==> config.mk <==
export PLATFORM = sky130hd
export DESIGN_NAME = pwd_corner
export DESIGN_NICKNAME = d
export VERILOG_FILES = /design/src/rtl/pwd_pkg.sv /design/src/rtl/pwd_corner.sv
export SDC_FILE = /design/constraint.sdc
export NUM_CORES = 1
export LEC_CHECK = 0
export BUFFER_PORTS_ARGS = -buffer_cell sky130_fd_sc_hd__clkbuf_2
export CORE_ASPECT_RATIO = 2
export CORE_MARGIN = 8
export CORE_UTILIZATION = 50
export DETAILED_ROUTE_END_ITERATION = 10
export HOLD_SLACK_MARGIN = 0.08
export PLACE_DENSITY = 0.76
export SLEW_MARGIN = 20
export SYNTH_ARGS = -nofsm -noshare
export SYNTH_HDL_FRONTEND = slang
export SYNTH_SLANG_ARGS = --single-unit
==> constraint.sdc <==
create_clock -name clk -period 3.9 [get_ports clk]
set_clock_uncertainty 0.15 [all_clocks]
set_input_delay 0.585 -clock clk [delete_from_list [all_inputs] [get_ports clk]]
set_output_delay 0.585 -clock clk [all_outputs]
set_load 0.02 [all_outputs]
==> src/rtl/pwd_pkg.sv <==
// Shared types, constants and the child coefficient table for the pinwheel deflation unit.
// Used by every module of the block; depends on nothing.
package pwd_pkg;

    // Coordinate format
    localparam int COORD_BITS = 24;
    localparam int FRAC_BITS  = 20;
    localparam int DIFF_BITS  = COORD_BITS + 1;
    localparam int NW_BITS    = COORD_BITS + FRAC_BITS;
    localparam int CW_BITS    = FRAC_BITS + 4;
    localparam int PROD_BITS  = DIFF_BITS + CW_BITS;
    localparam int CROSS_BITS = 2 * DIFF_BITS + 1;

    // Children
    localparam int NUM_KIDS    = 5;
    localparam int KID_BITS    = 3;
    localparam int NUM_CORNERS = 3;
    localparam logic [KID_BITS-1:0] FIRST_KID = '0;
    localparam logic [KID_BITS-1:0] LAST_KID  = KID_BITS'(NUM_KIDS - 1);

    // Corner codes
    localparam logic [1:0] CORNER_SMALL  = 2'd0;
    localparam logic [1:0] CORNER_RIGHT  = 2'd1;
    localparam logic [1:0] CORNER_MEDIUM = 2'd2;

    // Rounded 0.2 and 0.4, and the rounding half LSB
    localparam longint K_FIFTH      = ((longint'(2) << FRAC_BITS) + 5) / 10;
    localparam longint K_TWO_FIFTHS = ((longint'(4) << FRAC_BITS) + 5) / 10;
    localparam logic [NW_BITS-1:0] HALF_LSB = NW_BITS'(1) << (FRAC_BITS - 1);

    typedef logic signed [COORD_BITS-1:0] coord_t;
    typedef logic signed [DIFF_BITS-1:0]  diff_t;

    typedef struct packed {
        coord_t x;
        coord_t y;
    } point_t;

    typedef struct packed {
        diff_t x;
        diff_t y;
    } dpoint_t;

    // Per-axis product terms of one child corner
    typedef struct packed {
        logic signed [NW_BITS-1:0] pw;
        logic signed [DIFF_BITS:0] un;
    } term_t;

    typedef struct packed {
        term_t x;
        term_t y;
    } term_pair_t;

    // Control tag that travels with each child through the stages
    typedef struct packed {
        logic                valid;
        logic [KID_BITS-1:0] kid;
    } pwd_tag_t;

    typedef struct packed {
        logic signed [3:0] a;
        logic signed [3:0] b;
    } ab_t;

    // (a, b) for each child and corner
    function automatic ab_t kid_ab(input logic [KID_BITS-1:0] kid, input logic [1:0] corner);
        ab_t r;
        r.a = 4'sd0;
        r.b = 4'sd0;
        case ({kid, corner})
            {3'd0, CORNER_SMALL}:  begin r.a = 4'sd0; r.b = 4'sd0;  end
            {3'd0, CORNER_RIGHT}:  begin r.a = 4'sd2; r.b = 4'sd0;  end
            {3'd0, CORNER_MEDIUM}: begin r.a = 4'sd2; r.b = -4'sd1; end
            {3'd1, CORNER_SMALL}:  begin r.a = 4'sd4; r.b = 4'sd0;  end
            {3'd1, CORNER_RIGHT}:  begin r.a = 4'sd2; r.b = 4'sd0;  end
            {3'd1, CORNER_MEDIUM}: begin r.a = 4'sd2; r.b = -4'sd1; end
            {3'd2, CORNER_SMALL}:  begin r.a = 4'sd2; r.b = -4'sd1; end
            {3'd2, CORNER_RIGHT}:  begin r.a = 4'sd4; r.b = -4'sd1; end
            {3'd2, CORNER_MEDIUM}: begin r.a = 4'sd4; r.b = 4'sd0;  end
            {3'd3, CORNER_SMALL}:  begin r.a = 4'sd2; r.b = -4'sd1; end
            {3'd3, CORNER_RIGHT}:  begin r.a = 4'sd4; r.b = -4'sd1; end
            {3'd3, CORNER_MEDIUM}: begin r.a = 4'sd4; r.b = -4'sd2; end
            {3'd4, CORNER_SMALL}:  begin r.a = 4'sd4; r.b = -4'sd2; end
            {3'd4, CORNER_RIGHT}:  begin r.a = 4'sd4; r.b = 4'sd0;  end
            {3'd4, CORNER_MEDIUM}: begin r.a = 4'sd5; r.b = 4'sd0;  end
            default:               begin r.a = 4'sd0; r.b = 4'sd0;  end
        endcase
        return r;
    endfunction

    // Weight on W: a*K_FIFTH + b*K_TWO_FIFTHS
    function automatic logic signed [CW_BITS-1:0] kid_cw(input logic [KID_BITS-1:0] kid,
                                                         input logic [1:0] corner);
        ab_t    r;
        longint t;
        r = kid_ab(kid, corner);
        t = longint'(r.a) * K_FIFTH + longint'(r.b) * K_TWO_FIFTHS;
        return CW_BITS'(t);
    endfunction

    // Multiple of U (times one half): -b, one of 0, 1, 2
    function automatic logic [1:0] kid_nb(input logic [KID_BITS-1:0] kid,
                                          input logic [1:0] corner);
        ab_t               r;
        logic signed [3:0] nb;
        r  = kid_ab(kid, corner);
        nb = -r.b;
        return nb[1:0];
    endfunction

endpackage

==> src/rtl/pwd_corner.sv <==
// Rounding sum and corner add stages of the deflation unit.
// Depends on pwd_pkg.
module pwd_corner
    import pwd_pkg::*;
(
    input  logic                    clk,
    input  logic                    rst_n,
    input  logic                    adv,
    input  pwd_tag_t                tag1,
    input  point_t                  s1,
    input  term_pair_t [2:0]        terms1,
    output pwd_tag_t                tag3,
    output point_t [2:0]            tri3
);

    pwd_tag_t      tag2_reg;
    point_t        s2_reg;
    point_t [2:0]  off2_reg, off2_next;

    pwd_tag_t      tag3_reg;
    point_t [2:0]  tri3_reg, tri3_next;

    // Sum both terms with the half LSB and keep the integer-aligned bits
    always_comb
    begin
        logic [NW_BITS:0]   ux;
        logic [NW_BITS:0]   uy;
        logic [NW_BITS-1:0] rx;
        logic [NW_BITS-1:0] ry;
        for (int c = 0; c < NUM_CORNERS; c++)
        begin
            ux = {terms1[c].x.un, {(FRAC_BITS-1){1'b0}}};
            uy = {terms1[c].y.un, {(FRAC_BITS-1){1'b0}}};
            rx = terms1[c].x.pw + ux[NW_BITS-1:0] + HALF_LSB;
            ry = terms1[c].y.pw + uy[NW_BITS-1:0] + HALF_LSB;
            off2_next[c].x = rx[NW_BITS-1:FRAC_BITS];
            off2_next[c].y = ry[NW_BITS-1:FRAC_BITS];
        end
    end

    // Add the parent small corner
    always_comb
    begin
        for (int c = 0; c < NUM_CORNERS; c++)
        begin
            tri3_next[c].x = s2_reg.x + off2_reg[c].x;
            tri3_next[c].y = s2_reg.y + off2_reg[c].y;
        end
    end

    always_ff @(posedge clk or negedge rst_n)
    begin
        if (!rst_n)
        begin
            tag2_reg <= '0;
            tag3_reg <= '0;
        end
        else if (adv)
        begin
            tag2_reg <= tag1;
            tag3_reg <= tag2_reg;
        end
    end

    always_ff @(posedge clk)
    begin
        if (adv)
        begin
            s2_reg   <= s1;
            off2_reg <= off2_next;
            tri3_reg <= tri3_next;
        end
    end

    assign tag3 = tag3_reg;
    assign tri3 = tri3_reg;

endmodule

* Word level (Yosys, flattened, before mapping)
Index checks and enable logic that the tools add are counted.
Operators by class: add/subtract/negate cells 18
Operators by type and width (number):
- $add 44x20->44 const B | 6
- $add 44x44->44 | 6
- $add 24x24->24 | 6
Word-level totals: input port bits 475, bits in registers 344, output and inout port bits 148

* Logic depth before layout (Yosys ltp)
depth in word-level cells 2, depth in mapped cells 12

* Worst setup path after synthesis
OpenSTA, ideal clock, no wires.
path kind input to register, start point input terms1[211] in the netlist's numbering, end point register off2_reg[94] in the netlist's numbering (data pin), data arrival time 2892 ps, slack 598 ps, stages on the path 11, data required time 3490 ps, buffers on the path 0, cells stage by stage ha_1 > ha_1 > fa_1 > a21o_1 > a21oi_1 > o21bai_1 > a211oi_2 > o21ai_1 > or2_1 > a221oi_2 > xnor2_1
RTL lines:
- start, declared | RTL line pwd_corner.sv:11 | input term_pair_t [2:0] terms1,
- end signal, assigned | RTL line pwd_corner.sv:70 | off2_reg <= off2_next;
- end, declared | RTL line pwd_corner.sv:18 | point_t [2:0] off2_reg, off2_next;

==> impl_metrics.ini <==
[global_routing]
antenna_found_initial = 3
grt_pass1_vias = 20800
grt_pass1_wl_mm = 109
grt_overflow = 0
grt_start_max_net_pins = 74
grtUsageTotal_pct = 23.1

[cts]
path_clk_slew_ns = 0.06
tritoncts = built
cts_buffer_depth = 3
htree_num_levels = 2
insertion_delay_ns = 0.53
numClockSinks = 344
cts_resized = 0
cts_root_buf = clkbuf_16
cts_buffers = 35

[setup_path]
cp-start-kind = register
cp_max_fo = 6
max_stage_delay_ns = 0.56
worstPathCellList = ha_1, a211oi_1, o21ai_0, a2111oi_0, o21ai_0, a31oi_1, o21ai_0, a21oi_1, xnor2_1
crit_path_end_kind = register
arrival_ns = 3.66
cp_slowest_cell = edfxtp_1
critPathKind = reg -> reg
critPathRequiredTime_ns = 4.03
crit_top_cell = o21ai_0

[yosys]
synth_seq_cells = 344
yosys_warnings = 0
syn_area_per_cell_sq_um = 11.1
synth_cell_types = 83
yosysSeqAreaShare_pct = 40.6
synthArstFlopShare_pct = 2.33
ys.flop_type = edfxtp_1
yosys.area.top_type = edfxtp_1
netlist_instances = 2281
netlist.area_leader.share_pct = 39.8
synth_area_sq_um = 25400
syn_nets = 3182
synth-edff-count = 336
ys_top_cells_by_area = edfxtp_1 (40%), ha_1 (20%), xnor2_1 (6.1%)

[sta]
timing.hold.ws_ns = 0.108
worst_slew_pin_slew_ns = 0.639
slew_violations = 0
setup_violations = 0
final-hold-violation-count = 0
max_freq_mhz = 284
rsz0062_at_grt = no
slew_headroom_pct = 57.4
tns_ns = 0
post-route-min-period_ns = 3.53
fin_crit_sh_pct = 90.4

[cells_and_area]
final_common_cell = clkbuf_2
area_delta_synth_final_pct = 19.5
final_area_sq_um = 30300
layout-drive-gt1-share_pct = 21.3
num-nets-final = 3747
final_cell_mix = clkbuf_2 (501), ha_1 (414), edfxtp_1 (336), a21oi_1 (210), xnor2_1 (176)
post-route-util_pct = 60.0

[route]
drtAntennaViolNets = 0
first_pass_iters = 5
route.detailed.drc = 0
wl_per_cell_um = 19.6
wirelength_mm = 69.1
vias_per_cell = 5.71
drtIter0Drc = 1393
vias = 20100

[placed_design]
gp_congestion = 0.934
hpwl_mm = 56.5
port_buffers = 502
dpl-instance-area_sq_um = 28700

[power_and_ir_drop]
power.density_nw_per_um2 = 510
power.total_uw = 15500
p_leak_uw = 0.0140
ir_drop_v = 0.000385

[floorplanning]
initial_core_util_pct = 50.2
fp.coreArea_sq_um = 50500
io_pins = 623
die_w_um = 175
rows = 117
die-area_sq_um = 58700
die_y_um = 335

[run]
maxCapViolations = 0

[min_path]
hold_class = in -> reg

[status]
status = finished clean
## what timing repair did
item                                   CTS  global route
buffers inserted                         0             0
hold buffers                            43             0
endpoints found under the hold margin   50             0
## power by group
group / total, uW / internal (uW) / switching (uW)
Clock: 3410 / 1970 / 1450
Sequential: 5710 / 5280 / 425
Combinational: 6340 / 2610 / 3740
## path summary, 6_finish.rpt
| path | startpoint | endpoint | slack [ns] | depth (start not counted) |
|---|---|---|---|---|
| min in group asynchronous | rst_n | tag3[0] | 0.28 | 2 |
| min reg2reg | tag2_reg[2] | tag3[2] | 0.36 | 1 |
| max in group asynchronous | rst_n | tag2_reg[2] | 3.13 | 2 |
| max | s2_reg[1] | tri3[71] | 0.37 | 9 |
| min | s1[31] | s2_reg[31] | 0.11 | 1 |
| max reg2reg | s2_reg[1] | tri3[71] | 0.37 | 9 |
## layer usage
layer  global-route usage, %  wire [um]
met3                    4.73       5050
met2                    37.9      31800
met5                       0         22
met4                    6.94       1750
met1                    30.2      30500
## stage by stage
step,setup slack (ns),instances
global route,0.0337,3524
CTS,0.444,3524
global placement,0.130,3420
finish,0.375,3527
detailed placement,0.104,3420
floorplan,0.598,2281
## final cells by class
| type | instances | area, sq um |
|---|---|---|
| diodes | 3 | 7.51 |
| clock buffers | 42 | 965 |
| clock inverters | 19 | 175 |
| fillers | 4143 | 20200 |
| inverters | 79 | 297 |
| multi-input cells | 1829 | 14700 |
| flip-flops and latches | 344 | 10300 |
| well taps | 654 | 818 |
| repair buffers | 557 | 3080 |
## cell usage after synthesis (30+ instances only)
| cell type | count |
|---|---|
| ha_1 | 414 |
| edfxtp_1 | 336 |
| a21oi_1 | 210 |
| xnor2_1 | 176 |
| a21o_1 | 154 |
| o21ai_0 | 114 |
| nor2_1 | 101 |
| nand2_1 | 85 |
| xor2_1 | 83 |
| inv_1 | 79 |
| nand3_1 | 40 |
| o21a_1 | 37 |
| o21bai_1 | 37 |
| a31oi_1 | 35 |
| nand4_1 | 30 |
## cells by family (layout without fill, tap and decap cells)
| group | Yosys count | after routing | synth area share, % |
|---|---|---|---|
| DFF | 344 | 344 | 40.6 |
| adders and majority gates | 426 | 426 | 21.4 |
| other | 0 | 3 | 0 |
| and+or+nand+nor | 390 | 390 | 7.67 |
| muxes | 10 | 10 | 0.434 |
| buffers and inverters | 108 | 697 | 1.60 |
| AOI/OAI and AO/OA | 744 | 744 | 19.4 |
| xor gates and xnor gates | 259 | 259 | 8.94 |
## worst max-delay path, delay by kind of cell (launching register included)
family / cells / cell delay [ns]
xor gates and xnor gates: 1 / 0.08
DFF: 1 / 0.56
adders and majority gates: 1 / 0.38
AOI/OAI and AO/OA: 7 / 2.10
Power figures use the tool's default switching activity.
