## config.mk

```make
export PLATFORM = sky130hd
export DESIGN_NAME = pwd_orient
export DESIGN_NICKNAME = d
export VERILOG_FILES = /design/src/rtl/pwd_pkg.sv /design/src/rtl/pwd_orient.sv
export SDC_FILE = /design/constraint.sdc
export NUM_CORES = 2
export LEC_CHECK = 0
export BUFFER_PORTS_ARGS = -buffer_cell sky130_fd_sc_hd__buf_2
export CAP_MARGIN = 20
export CORE_MARGIN = 3
export CORE_UTILIZATION = 50
export DETAILED_ROUTE_END_ITERATION = 8
export PLACE_DENSITY = 0.67
export SLEW_MARGIN = 0
export SYNTH_ARGS = -nofsm -noshare
export SYNTH_HDL_FRONTEND = slang
export SYNTH_SLANG_ARGS = --single-unit
```

## constraint.sdc

```tcl
create_clock -name clk -period 11.65 [get_ports clk]
set_clock_uncertainty 0.15 [all_clocks]
set_input_delay 1.7475 -clock clk [delete_from_list [all_inputs] [get_ports clk]]
set_output_delay 1.7475 -clock clk [all_outputs]
set_load 0.01 [all_outputs]
```

## src/rtl/pwd_pkg.sv

```systemverilog
// Shared types, constants and the child coefficient table for the pinwheel deflation unit.
// Used by every module of the block; depends on nothing.
package pwd_pkg;

    // Coordinate format
    localparam int COORD_BITS = 24;
    localparam int FRAC_BITS  = 20;
    localparam int DIFF_BITS  = COORD_BITS + 1;
    localparam int NW_BITS    = COORD_BITS + FRAC_BITS;
    localparam int CW_BITS    = FRAC_BITS + 4;
    localparam int PROD_BITS  = DIFF_BITS + CW_BITS;
    localparam int CROSS_BITS = 2 * DIFF_BITS + 1;

    // Children
    localparam int NUM_KIDS    = 5;
    localparam int KID_BITS    = 3;
    localparam int NUM_CORNERS = 3;
    localparam logic [KID_BITS-1:0] FIRST_KID = '0;
    localparam logic [KID_BITS-1:0] LAST_KID  = KID_BITS'(NUM_KIDS - 1);

    // Corner codes
    localparam logic [1:0] CORNER_SMALL  = 2'd0;
    localparam logic [1:0] CORNER_RIGHT  = 2'd1;
    localparam logic [1:0] CORNER_MEDIUM = 2'd2;

    // Rounded 0.2 and 0.4, and the rounding half LSB
    localparam longint K_FIFTH      = ((longint'(2) << FRAC_BITS) + 5) / 10;
    localparam longint K_TWO_FIFTHS = ((longint'(4) << FRAC_BITS) + 5) / 10;
    localparam logic [NW_BITS-1:0] HALF_LSB = NW_BITS'(1) << (FRAC_BITS - 1);

    typedef logic signed [COORD_BITS-1:0] coord_t;
    typedef logic signed [DIFF_BITS-1:0]  diff_t;

    typedef struct packed {
        coord_t x;
        coord_t y;
    } point_t;

    typedef struct packed {
        diff_t x;
        diff_t y;
    } dpoint_t;

    // Per-axis product terms of one child corner
    typedef struct packed {
        logic signed [NW_BITS-1:0] pw;
        logic signed [DIFF_BITS:0] un;
    } term_t;

    typedef struct packed {
        term_t x;
        term_t y;
    } term_pair_t;

    // Control tag that travels with each child through the stages
    typedef struct packed {
        logic                valid;
        logic [KID_BITS-1:0] kid;
    } pwd_tag_t;

    typedef struct packed {
        logic signed [3:0] a;
        logic signed [3:0] b;
    } ab_t;

    // (a, b) for each child and corner
    function automatic ab_t kid_ab(input logic [KID_BITS-1:0] kid, input logic [1:0] corner);
        ab_t r;
        r.a = 4'sd0;
        r.b = 4'sd0;
        case ({kid, corner})
            {3'd0, CORNER_SMALL}:  begin r.a = 4'sd0; r.b = 4'sd0;  end
            {3'd0, CORNER_RIGHT}:  begin r.a = 4'sd2; r.b = 4'sd0;  end
            {3'd0, CORNER_MEDIUM}: begin r.a = 4'sd2; r.b = -4'sd1; end
            {3'd1, CORNER_SMALL}:  begin r.a = 4'sd4; r.b = 4'sd0;  end
            {3'd1, CORNER_RIGHT}:  begin r.a = 4'sd2; r.b = 4'sd0;  end
            {3'd1, CORNER_MEDIUM}: begin r.a = 4'sd2; r.b = -4'sd1; end
            {3'd2, CORNER_SMALL}:  begin r.a = 4'sd2; r.b = -4'sd1; end
            {3'd2, CORNER_RIGHT}:  begin r.a = 4'sd4; r.b = -4'sd1; end
            {3'd2, CORNER_MEDIUM}: begin r.a = 4'sd4; r.b = 4'sd0;  end
            {3'd3, CORNER_SMALL}:  begin r.a = 4'sd2; r.b = -4'sd1; end
            {3'd3, CORNER_RIGHT}:  begin r.a = 4'sd4; r.b = -4'sd1; end
            {3'd3, CORNER_MEDIUM}: begin r.a = 4'sd4; r.b = -4'sd2; end
            {3'd4, CORNER_SMALL}:  begin r.a = 4'sd4; r.b = -4'sd2; end
            {3'd4, CORNER_RIGHT}:  begin r.a = 4'sd4; r.b = 4'sd0;  end
            {3'd4, CORNER_MEDIUM}: begin r.a = 4'sd5; r.b = 4'sd0;  end
            default:               begin r.a = 4'sd0; r.b = 4'sd0;  end
        endcase
        return r;
    endfunction

    // Weight on W: a*K_FIFTH + b*K_TWO_FIFTHS
    function automatic logic signed [CW_BITS-1:0] kid_cw(input logic [KID_BITS-1:0] kid,
                                                         input logic [1:0] corner);
        ab_t    r;
        longint t;
        r = kid_ab(kid, corner);
        t = longint'(r.a) * K_FIFTH + longint'(r.b) * K_TWO_FIFTHS;
        return CW_BITS'(t);
    endfunction

    // Multiple of U (times one half): -b, one of 0, 1, 2
    function automatic logic [1:0] kid_nb(input logic [KID_BITS-1:0] kid,
                                          input logic [1:0] corner);
        ab_t               r;
        logic signed [3:0] nb;
        r  = kid_ab(kid, corner);
        nb = -r.b;
        return nb[1:0];
    endfunction

endpackage

```

## src/rtl/pwd_orient.sv

```systemverilog
// Edge difference, cross product and output register stages of the deflation unit.
// Depends on pwd_pkg.
module pwd_orient
    import pwd_pkg::*;
(
    input  logic                    clk,
    input  logic                    rst_n,
    input  logic                    adv,
    input  pwd_tag_t                tag3,
    input  point_t [2:0]            tri3,
    output pwd_tag_t                tag_out,
    output point_t [2:0]            tri_out,
    output logic                    mirr_out,
    output logic                    last_out
);

    pwd_tag_t      tag4_reg;
    point_t [2:0]  tri4_reg;
    dpoint_t       e1_reg, e1_next;
    dpoint_t       e2_reg, e2_next;

    pwd_tag_t                       tag5_reg;
    point_t [2:0]                   tri5_reg;
    logic signed [2*DIFF_BITS-1:0]  p1_reg, p1_next;
    logic signed [2*DIFF_BITS-1:0]  p2_reg, p2_next;

    pwd_tag_t                       out_tag_reg;
    point_t [2:0]                   out_tri_reg;
    logic                           mirr_reg, mirr_next;
    logic                           last_reg;
    logic signed [CROSS_BITS-1:0]   cross_sum;

    // Edges from the child small corner
    always_comb
    begin
        e1_next.x = DIFF_BITS'(tri3[CORNER_RIGHT].x)  - DIFF_BITS'(tri3[CORNER_SMALL].x);
        e1_next.y = DIFF_BITS'(tri3[CORNER_RIGHT].y)  - DIFF_BITS'(tri3[CORNER_SMALL].y);
        e2_next.x = DIFF_BITS'(tri3[CORNER_MEDIUM].x) - DIFF_BITS'(tri3[CORNER_SMALL].x);
        e2_next.y = DIFF_BITS'(tri3[CORNER_MEDIUM].y) - DIFF_BITS'(tri3[CORNER_SMALL].y);
    end

    // Cross product halves
    assign p1_next = e1_reg.x * e2_reg.y;
    assign p2_next = e1_reg.y * e2_reg.x;

    // Negative cross marks a mirrored child
    assign cross_sum = CROSS_BITS'(p1_reg) - CROSS_BITS'(p2_reg);
    assign mirr_next = cross_sum[CROSS_BITS-1];

    always_ff @(posedge clk or negedge rst_n)
    begin
        if (!rst_n)
        begin
            tag4_reg    <= '0;
            tag5_reg    <= '0;
            out_tag_reg <= '0;
        end
        else if (adv)
        begin
            tag4_reg    <= tag3;
            tag5_reg    <= tag4_reg;
            out_tag_reg <= tag5_reg;
        end
    end

    always_ff @(posedge clk)
    begin
        if (adv)
        begin
            tri4_reg    <= tri3;
            e1_reg      <= e1_next;
            e2_reg      <= e2_next;
            tri5_reg    <= tri4_reg;
            p1_reg      <= p1_next;
            p2_reg      <= p2_next;
            out_tri_reg <= tri5_reg;
            mirr_reg    <= mirr_next;
            last_reg    <= (tag5_reg.kid == LAST_KID);
        end
    end

    assign tag_out  = out_tag_reg;
    assign tri_out  = out_tri_reg;
    assign mirr_out = mirr_reg;
    assign last_out = last_reg;

endmodule

```

# After elaboration in Yosys (flattened, before gate mapping)
# Cells that the tools add are included.
[op_classes]
add_sub_neg = 5
mul = 2
eq_ne = 1
[op_table]
columns = ["operator", "n"]
rows = [
  ["$mul 25x25->50", 2],
  ["$sub 24x24->25", 4],
  ["$sub 50x50->51", 1],
  ["$eq 3x3->1 const B", 1],
]
[word_totals]
register_bits = 646
inputBits = 151
output_inout_bits = 150
wordCells = 40

# Logic depth before layout (Yosys ltp)
[logic_depth]
ltp_word = 1
mapped_depth = 28

# Worst setup path before layout
# Ideal clock, no wire load.
[synth_path]
path_type = "register -> register"
startpoint = "reg e1_reg[49] (netlist bit)"
endpoint = "reg p1_reg[49] (data pin)"
setup_time_ns = 0.203
arrival_time_ns = 6.734
required_time_ns = 11.297
setup_slack_ns = 4.563
path_stages_with_launch = 25
path_buffers = 1
synth_period_minus_slack_ns = 7.087
cell_sequence = "edfxtp_1 -> clkbuf_1 -> nand2_1 -> inv_1 -> fa_1 -> fa_1 -> inv_1 -> fa_1 -> inv_1 -> fa_1 -> fa_1 -> fa_1 -> inv_1 -> fa_1 -> inv_1 -> ha_1 -> and3_4 -> nor4b_2 -> nand3_1 -> a211oi_1 -> a211oi_2 -> o21ai_2 -> o221ai_2 -> mux2i_1 -> a2111oi_1"
[synth_via]
elab_chain_len = 1
[synth_lines]
columns = ["element", "line_no", "text"]
rows = [
  ["from (decl)", "pwd_orient.sv:19", "dpoint_t e1_reg, e1_next;"],
  ["from (signal assigned)", "pwd_orient.sv:71", "e1_reg <= e1_next;"],
  ["$mul 25x25->50", "pwd_orient.sv:43", "assign p1_next = e1_reg.x * e2_reg.y;"],
  ["net p1_next[49]", "pwd_orient.sv:24", "logic signed [2*DIFF_BITS-1:0] p1_reg, p1_next;"],
  ["to (signal assigned)", "pwd_orient.sv:74", "p1_reg <= p1_next;"],
  ["to (decl)", "pwd_orient.sv:24", ""],
]
# The timed path passes the listed nets, and every way through them passes these cells.
# A chain may end at the register's enable or synchronous reset.

# Worst setup path after layout
[layout_path]
startpoint = "reg e2_reg[1] (netlist bit)"
endpoint = "reg p1_reg[49] (data pin)"
[layout_via]
elab_chain_len = 1
[layout_lines]
columns = ["element", "line_no", "text"]
rows = [
  ["from (decl)", "pwd_orient.sv:20", "dpoint_t e2_reg, e2_next;"],
  ["from (signal assigned)", "pwd_orient.sv:72", "e2_reg <= e2_next;"],
  ["$mul 25x25->50", "pwd_orient.sv:43", ""],
  ["net p1_next[49]", "pwd_orient.sv:24", ""],
]
# The timed path passes the listed nets, and every way through them passes these cells.

==> impl_results.md <==
- Status: finished with violations
- Failing checks: DRC
- Post-Route WL: 173 mm
- I/O Buffers: 300
- Synth area leader: fa_1
- Final hold violations: 0
- Largest net degree at the start of global routing: 219
- Syn Area/Cell: 11.0 µm²
- Slew Limit Fails: 0
- Initial antenna violation count: 24
- Worst-Skew Late Latency: 0.65 ns
- H-Tree Depth: 3
- Startpoint Class: register
- WL/cell: 20.2 µm
- Distinct cells, synth: 86
- Total GRT Usage: 24.6%
- Vias in the first global route: 49.7k
- Setup Total Neg Slack: 0 ns
- Synth top area cells: fa_1, edfxtp_1, inv_1
- Top-Level Pins: 301
- CTS tree: yes
- Crit-path most repeated cell: fa_1
- Synth top area share: 37.3%
- Most frequent cell after synthesis: inv_1
- GPL Wtd Cong: 0.887
- Max_cap viols: 0
- Hold WC Path Type: reg -> reg
- First-pass GRT wire length: 277 mm
- Max transition margin: 13.5%
- Hold Crit Depth: 0
- Post-CTS Setup Repair Bufs: 0
- Fin nets: 8526
- Syn nets: 8313
- Vias per Instance: 5.35
- RSZ-0062 raised after global routing: false
- Share of cells above drive strength 1: 7.69%
- Residual DRC: 4
- Critical Path, Cell by Cell: nand2_1 -> inv_1 -> fa_1 -> fa_1 -> fa_1 -> inv_1 -> fa_1 -> inv_1 -> fa_1 -> inv_1 -> fa_1 -> inv_1 -> ha_1 -> and3_4 -> nor4b_2 -> nand3_1 -> a211oi_1 -> a211oi_2 -> o21ai_2 -> o221ai_2 -> mux2i_1 -> a2111oi_1
- Clock transition at the registers of the reported paths: 0.06 ns
- Reg-to-reg slack, setup: 3.31 ns
- Finished Cell Area: 76600 µm²
- CTS Buf Count: 66
- CP max stage cell: fa_1
- Total grt overflow: 0
- Register area share after synthesis: 27.3%
- Hold_buf cts: 0
- Area post-placement: 74300 µm²
- Final core utilization: 54.7%
- Fmax: 120 MHz
- Routed via count: 45.8k
- Clock root buffer: clkbuf_16
- Final worst-path cycle share: 71.6%
- CP required: 11.91 ns
- Cells after Synth: 6415
- Starting DRT DRC Count: 2993
- Fin crit period: 8.34 ns
- CTS Sinks: 646
- CTS Buffer Depth: 3
- # rows: 137
- Hold Startpoint: tri4_reg[14]
- Post-synth EDFFs: 634
- 1st-pass router iterations: 7
- Syn. warnings: 0
- Post-cts repair resize count: 0
- R2R depth: 22
- DIE WIDTH: 382 µm
- Setup-failing EPs final: 0
- Commonest cells post-synth: inv_1, fa_1, nand2_1, edfxtp_1, and2_1
- Die height: 382 µm
- Synth Register Bits: 646
- Fill cell count: 12.2k
- Mapped Area: 70800 µm²
- Area grow syn2layout: 8.27%
- Initial Util: 50.5%
- Area of the core: 140000 µm²
- Setup crit end kind: register
- CP max FO: 25
- Die ar.: 146000 µm²
- Worst-margin pin slew: 1.29 ns
- Final antenna-violating net count: 0
- RR Startpoint: e2_reg[1]
- Slowest stage delay, CP: 1.06 ns
- DPL Wire Length: 137 mm
- Ys async rst share: 1.86%
- FF-to-FF End: p1_reg[49]
- Worst endpoint data arrival time: 8.60 ns
- Ys flop type: edfxtp_1
- Critical path class: reg -> reg
- Hold endpoint: tri5_reg[14]
==> final cells by class <==
type | instances | area, µm² | share of cell area [%]
tap | 1876 | 2350 | 3.06
clock inverter | 43 | 457 | 0.596
sequential | 646 | 19300 | 25.2
timing repair buffer | 367 | 2190 | 2.86
clock buffer | 72 | 1670 | 2.19
antenna | 6 | 15.0 | 0.0196
inverter | 1426 | 5350 | 6.99
multi-input combinational | 4121 | 45200 | 59.0
==> cell families (layout without fill, tap and decap cells) <==
family	count (synthesis)	count (layout)	share of synthesized area (%)
AOI/OAI and AO/OA	510	510	4.70
xor gates and xnor gates	186	186	2.30
adders and majority gates	1747	1747	44.9
buffers and inverters	1648	1908	8.74
DFF	646	646	27.3
muxes	16	16	0.248
other	0	6	0
and+or+nand+nor	1662	1662	11.8
==> metal layers <==
layer	up-vias	routed length (µm)	GRT usage (%)
met4	14	5610	7.29
met1	23800	69600	32.6
met5	-	96	0
met2	1583	84600	41.5
li1	20100	-	-
met3	300	13200	4.38
==> how the worst max path moves through the flow <==
| stage | start | to | cells after the start |
|---|---|---|---|
| after floorplan | e1_reg[49] | p1_reg[49] | 24 |
| after global placement | e2_reg[1] | p1_reg[49] | 22 |
| after detailed placement | e2_reg[1] | p1_reg[49] | 22 |
| after CTS | e2_reg[1] | p1_reg[49] | 22 |
| after global routing | e2_reg[1] | p1_reg[49] | 22 |
| final | e2_reg[1] | p1_reg[49] | 22 |
==> metrics by stage <==
step                      cells  hold slack [ns]  setup slack, ns
after global routing       8551            0.246             2.72
final                      8557            0.243             3.31
after detailed placement   8429            0.255             3.37
after CTS                  8544            0.234             3.33
after floorplan            6415            0.250             4.56
after global placement     8428            0.250             3.52
==> cell usage in the layout, fill, tap and decap left out, types with 25 or more instances in the layout <==
cell,n
nand3_1,34
nand2_1,680
clkbuf_16,66
a21o_1,68
fa_1,1320
nor2_1,145
a21oi_1,151
nor2b_1,29
xnor2_1,145
ha_1,427
buf_2,299
o21ai_1,30
buf_4,57
nand2b_1,44
inv_1,1424
and2_1,613
nor3_1,25
o21ai_0,70
edfxtp_1,634
xor2_1,41
==> worst max-delay path, delay by kind of cell, from the launching register on <==
| family | cells | cell delay (ns) |
|---|---|---|
| compound gates | 5 | 1.19 |
| fa+ha+maj | 7 | 4.06 |
| buf+inv | 5 | 0.70 |
| flops | 1 | 0.92 |
| mux | 1 | 0.14 |
| simple gates | 4 | 0.93 |
Power is left out: the tool's default activity adds up to more than one toggle a clock period on the data nets, which glitch-free logic cannot reach.
